### src/rtl/core/etdt_pkg.sv
// ----------------------------------------------------------------------------
// etdt_pkg
// Shared constants and codes for the exhaustive 3D distance transform.
// ----------------------------------------------------------------------------
`default_nettype none

package etdt_pkg;

    localparam int DEF_MAX_X = 32;
    localparam int DEF_MAX_Y = 32;
    localparam int DEF_MAX_Z = 32;

    localparam int POS_W  = 5;
    localparam int SIZE_W = 6;
    localparam int SP_W   = 16;
    localparam int SQ_W   = 44;
    localparam int CFG_W  = 16;
    localparam int IDX_W  = 3;

    localparam logic [SP_W-1:0] UNIT_SPACING = SP_W'(256);

    typedef enum logic [IDX_W-1:0] {
        CFG_SIZE_X    = 3'd0,
        CFG_SIZE_Y    = 3'd1,
        CFG_SIZE_Z    = 3'd2,
        CFG_NBH       = 3'd3,
        CFG_SYMMETRIC = 3'd4,
        CFG_SPACING_X = 3'd5,
        CFG_SPACING_Y = 3'd6,
        CFG_SPACING_Z = 3'd7
    } t_cfg_idx;

    localparam logic [1:0] NBH_FACE = 2'd0;
    localparam logic [1:0] NBH_EDGE = 2'd1;

    localparam logic REQ_WRITE = 1'b0;
    localparam logic REQ_QUERY = 1'b1;

endpackage

`default_nettype wire

### src/rtl/core/etdt_dist.sv
// ----------------------------------------------------------------------------
// etdt_dist
// Squared physical distance over three axes on one shared multiplier.
// ----------------------------------------------------------------------------
`default_nettype none

module etdt_dist
    import etdt_pkg::*;
#(
    parameter int DW = 8
) (
    input  wire                       i_clk,
    input  wire                       i_rst_n,
    input  wire                       i_start,
    input  wire [DW-1:0]              i_a_x,
    input  wire [DW-1:0]              i_a_y,
    input  wire [DW-1:0]              i_a_z,
    input  wire [DW-1:0]              i_b_x,
    input  wire [DW-1:0]              i_b_y,
    input  wire [DW-1:0]              i_b_z,
    input  wire [SP_W-1:0]            i_sp_x,
    input  wire [SP_W-1:0]            i_sp_y,
    input  wire [SP_W-1:0]            i_sp_z,
    output logic                      o_done,
    output logic [2*(DW+SP_W)+1:0]    o_sq
);

    localparam int MW   = DW + SP_W;
    localparam int ACCW = 2*MW + 2;

    logic            r_busy;
    logic [2:0]      r_step;
    logic [MW-1:0]   r_p;
    logic [2*MW-1:0] r_sq;
    logic [ACCW-1:0] r_acc;

    logic [DW-1:0]   w_a, w_b, w_diff;
    logic [SP_W-1:0] w_sp;
    logic [MW-1:0]   w_op_a, w_op_b;
    logic [2*MW-1:0] w_prod;

    // axis chosen by step pair: 0,1 -> x; 2,3 -> y; 4,5 -> z
    always_comb begin
        case (r_step[2:1])
            2'd0:    begin w_a = i_a_x; w_b = i_b_x; w_sp = i_sp_x; end
            2'd1:    begin w_a = i_a_y; w_b = i_b_y; w_sp = i_sp_y; end
            default: begin w_a = i_a_z; w_b = i_b_z; w_sp = i_sp_z; end
        endcase
        w_diff = (w_a > w_b) ? (w_a - w_b) : (w_b - w_a);
        if (r_step[0]) begin
            w_op_a = r_p;
            w_op_b = r_p;
        end else begin
            w_op_a = MW'(w_diff);
            w_op_b = MW'(w_sp);
        end
        w_prod = w_op_a * w_op_b;
    end

    always_ff @(posedge i_clk) begin
        if (!i_rst_n) begin
            r_busy <= 1'b0;
            r_step <= '0;
            o_done <= 1'b0;
        end else begin
            o_done <= 1'b0;
            if (i_start) begin
                r_busy <= 1'b1;
                r_step <= '0;
            end else if (r_busy) begin
                if (r_step == 3'd6) begin
                    r_busy <= 1'b0;
                    o_done <= 1'b1;
                end
                r_step <= r_step + 3'd1;
            end
        end
    end

    always_ff @(posedge i_clk) begin
        if (i_start) begin
            r_acc <= '0;
        end else if (r_busy) begin
            if (r_step[0]) begin
                r_sq <= w_prod;
            end else begin
                r_p <= MW'(w_prod);
                if (r_step != 3'd0) begin
                    r_acc <= r_acc + ACCW'(r_sq);
                end
            end
        end
    end

    assign o_sq = r_acc;

    // done only ever follows the last step of a run
    a_done_after_last: assert property (@(posedge i_clk) disable iff (!i_rst_n)
        o_done |-> $past(r_busy) && $past(r_step) == 3'd6)
        else $error("distance done without a finished run");
    a_no_start_busy: assert property (@(posedge i_clk) disable iff (!i_rst_n)
        i_start |-> !r_busy)
        else $error("distance unit restarted while busy");
    a_step_bound: assert property (@(posedge i_clk) disable iff (!i_rst_n)
        r_busy |-> r_step <= 3'd6)
        else $error("distance step out of range");

endmodule

`default_nettype wire

### config.mk
export PLATFORM = sky130hd
export DESIGN_NAME = etdt_dist
export DESIGN_NICKNAME = d
export VERILOG_FILES = /design/src/rtl/core/etdt_pkg.sv /design/src/rtl/core/etdt_dist.sv
export SDC_FILE = /design/constraint.sdc
export NUM_CORES = 2
export LEC_CHECK = 0
export ABC_CLOCK_PERIOD_IN_PS = 11000
export BUFFER_PORTS_ARGS = -buffer_cell sky130_fd_sc_hd__buf_2
export CORE_UTILIZATION = 40
export DETAILED_ROUTE_END_ITERATION = 10
export PLACE_DENSITY = 0.57
export SKIP_CTS_REPAIR_TIMING = 1
export SYNTH_ARGS = -nofsm -noshare
export SYNTH_HDL_FRONTEND = slang
export SYNTH_SLANG_ARGS = --single-unit
### constraint.sdc
create_clock -name i_clk -period 11 [get_ports i_clk]
set_input_delay 2.2 -clock i_clk [delete_from_list [all_inputs] [get_ports i_clk]]
set_output_delay 2.2 -clock i_clk [all_outputs]
set_load 0.1 [all_outputs]
==> summary.md <==
| Metric | Value |
|---|---|
| Hold Path Depth | `2` |
| Worst vdd ir | `roughly 0.00060 V` |
| Warnings from Yosys | `0` |
| Fin crit period | `about 11 ns` |
| Period utilization | `96.7%` |
| First-pass GRT wire length | `around 120,000 µm` |
| Clock Tree Buf Depth | `2` |
| CP Capture Type | `flop` |
| Starting density of the core | `between 40 and 50%` |
| Worst hold margin | `~0.47 ns` |
| Worst-path clk slew | `0.06 ns` |
| Die X-Extent | `261 µm` |
| Routed WL per cell | `~19 µm` |
| Detailed-route via count | `~21,000` |
| Total congestion overflow | `0` |
| Clk root buf | `clkbuf_16` |
| Number of cells on the critical path | `36` |
| 1st-pass router iterations | `8` |
| Die Area | `~68,000 µm²` |
| CP Capture Point | `r_sq[47]` |
| CP max-delay cell | `fa_1` |
| Post-Synthesis Cells | `between 3,000 and 4,000` |
| Top FF cell, synth | `edfxtp_1` |
| Req. time, crit path | `roughly 11 ns` |
| Cell family with most CP delay | `adder cells` |
| Final setup vio count | `0` |
| Tightest Pin Transition | `0.973 ns` |
| CP Class | `in -> reg` |
| FF-to-FF Start | `r_step[1]` |
| Failing checks | `design-rule violations` |
| Worst Path Buf+Inv | `8` |
| Crit. Startpoint | `i_b_y[0]` |
| Worst slew margin relative to its limit | `between 30% and 40%` |
| Net Count, Synth | `3,886` |
| Cell Area, Synth | `26,800 µm²` |
| Async set-or-reset flop fraction in the synthesized netlist | `0%` |
| Drt total wl | `roughly 76,000 µm` |
| R2R setup slack | `between 1 and 1.5 ns` |
| CORE AREA | `roughly 66,000 µm²` |
| CP arrival | `between 10 and 15 ns` |
| Die span in y | `about 260 µm` |
| Status | `finished, violations left` |
| Synthesis-stage register bit count | `approximately 130` |
| Clk_lat worst skew | `~0.43 ns` |
| Hold Vio Cnt, Final | `0` |
| CTS buffer count | `17` |
| CTS tree | `built` |
| Vias per inst | `5.16` |
| Worst setup SP type | `primary input` |
| Leakage | `15.3 nW` |
| Syn-to-layout area delta | `10.9%` |
| CTS H-tree depth | `4` |
| CP Max Fanout | `6` |
| Worst clock skew | `approximately 0.015 ns` |
| Largest net degree at the start of global routing | `between 50 and 60` |
| Crit path top cell by count | `fa_1` |
| Synth cell types | `78` |
| Max Cap Viol | `0` |
| Crit-path max cell delay | `between 0.5 and 0.6 ns` |
| Number of diodes | `0` |
| GRT Total Usage | `about 23%` |
| Clock sink total | `around 130` |
| PD cells | `between 300 and 400 nW/µm²` |
| IO Pins | `150` |
| Antenna Nets Post-Route | `0` |
| FF-to-FF path depth | `35` |
| Post-synth EDFFs | `72` |
| Fraction of layout cells with a size suffix above 1 | `11.5%` |
| RD Place Congestion | `approximately 0.9` |
| FF-to-FF End | `r_sq[47]` |
| IO buf count | `approximately 150` |
| Residual DRC count | `18` |
| Vias in the first global route | `~22,000` |
| Hold Path Class | `reg -> reg` |
| Max Fclk | `~94 MHz` |
| Slew Limit Fails | `0` |
| Place WS | `-0.388 ns` |
| DR iter-0 viols | `between 1,000 and 1,500` |
| # rows | `between 90 and 100` |
| Initial antenna violation count | `3` |
| Sequential share of the synthesized area | `12.2%` |
| Placed wire-length estimate | `a little over 60,000 µm` |
| Syn Area/Cell | `just under 9 µm²` |
| # nets final | `4,035` |
| Slack of the critical path | `between 0.3 and 0.4 ns` |
==> cell usage after synthesis (all sizes together), types with 12 or more instances <==
cell	count	area share (%)
nand2	388	5.4
a21oi	149	2.8
and3	94	2.2
xnor2	60	2.0
o21a	20	0.56
o21ai	98	1.9
and2	24	0.56
nand2b	24	0.56
nor2	176	2.5
or2	18	0.42
a21o	55	1.5
clkbuf	122	1.7
nand4	24	0.56
buf	27	0.51
fa	474	35
mux2i	37	1.4
nor3	18	0.34
nand3	36	0.67
a211oi	19	0.60
edfxtp	72	8.1
ha	236	11
nor2b	25	0.58
inv	655	9.2
dfxtp	55	4.1
xor2	29	0.95
o211ai	17	0.48
a31oi	12	0.28
==> routing by layer <==
| layer | global-route usage (%) | part of all wire, % |
|---|---|---|
| met1 | 29.9 | 42 |
| met2 | 40.9 | 51 |
| met3 | 2.26 | 4.6 |
| met4 | 5.77 | 2.3 |
| met5 | 0 | 0 |
==> through the flow <==
step / area (µm²) / utilization, % / std cells / total power, mW / setup TNS [ns]
after floorplan: 26800 / - / 3077 / 6.71 / 0
after global placement: 29000 / 44.0 / 4069 / 10.0 / -1.33
after detailed placement: 29000 / 44.0 / 4069 / 10.0 / -2.86
after CTS: 29600 / 44.9 / 4100 / 10.7 / 0
after global routing: 29700 / 45.0 / 4102 / 11.7 / -0.212
final: 29700 / 45.0 / 4102 / 10.6 / 0
==> logic make-up (layout without fill, tap and decap cells) <==
| logic type | Yosys count | count (layout) | synth area share, % |
|---|---|---|---|
| buf+inv | 804 | 965 | 11.4 |
| mux | 42 | 42 | 1.59 |
| flops | 127 | 127 | 12.2 |
| compound gates | 439 | 439 | 10.5 |
| xor+xnor | 89 | 89 | 2.91 |
| simple gates | 866 | 866 | 14.9 |
| fa+ha+maj | 710 | 710 | 46.5 |
==> registers in the layout (all words and copies together) (netlist names) <==
signal  cells
r_sq       48
r_p        24
r_step      3
o_sq       50
o_done      1
r_busy      1
==> layout make-up <==
type	count	area, µm²
clock buffers	17	425
clock inverters	14	166
fillers	6552	36300
inverters	655	2460
multi-input cells	2146	20600
flip-flops and latches	127	3270
well taps	864	1080
repair buffers	279	1720
==> layout by cell type, fill, tap and decap left out, types with 18 or more instances in the layout <==
| cell | synthesis | layout |
|---|---|---|
| inv_1 | 655 | 655 |
| fa_1 | 474 | 474 |
| nand2_1 | 387 | 387 |
| ha_1 | 236 | 235 |
| nor2_1 | 176 | 176 |
| buf_2 | 19 | 149 |
| a21oi_1 | 146 | 144 |
| buf_4 | 1 | 130 |
| and3_1 | 93 | 92 |
| o21ai_0 | 85 | 84 |
| edfxtp_1 | 72 | 72 |
| xnor2_1 | 60 | 60 |
| a21o_1 | 54 | 54 |
| dfxtp_1 | 55 | 52 |
| mux2i_1 | 37 | 35 |
| nand3_1 | 36 | 35 |
| xor2_1 | 29 | 29 |
| nor2b_1 | 25 | 25 |
| nand2b_1 | 24 | 24 |
| nand4_1 | 24 | 24 |
| and2_1 | 22 | 22 |
| o21a_1 | 20 | 19 |
| nor3_1 | 18 | 18 |
==> power by group <==
part,switching [mW],internal (mW),total (mW)
logic,5.06,3.78,8.84
registers,0.0513,1.13,1.18
clock network,0.223,0.355,0.578
==> worst reg2reg max path: cells and delay by family, from the launching register on <==
kind	cells	cell delay (ns)
compound gates	10	2.40
xor+xnor	2	0.20
fa+ha+maj	9	4.14
buf+inv	9	1.17
flops	1	0.49
mux	3	0.65
simple gates	2	0.27
==> worst min path at each step <==
stage	startpoint	to	slack (ns)
after floorplan	r_sq[0]	o_sq[0]	0.58
after global placement	o_sq[5]	o_sq[5]	0.46
after detailed placement	o_sq[5]	o_sq[5]	0.47
after CTS	o_sq[5]	o_sq[5]	0.48
after global routing	o_sq[5]	o_sq[5]	0.50
final	o_sq[5]	o_sq[5]	0.47
(Power assumes the default switching activity.)
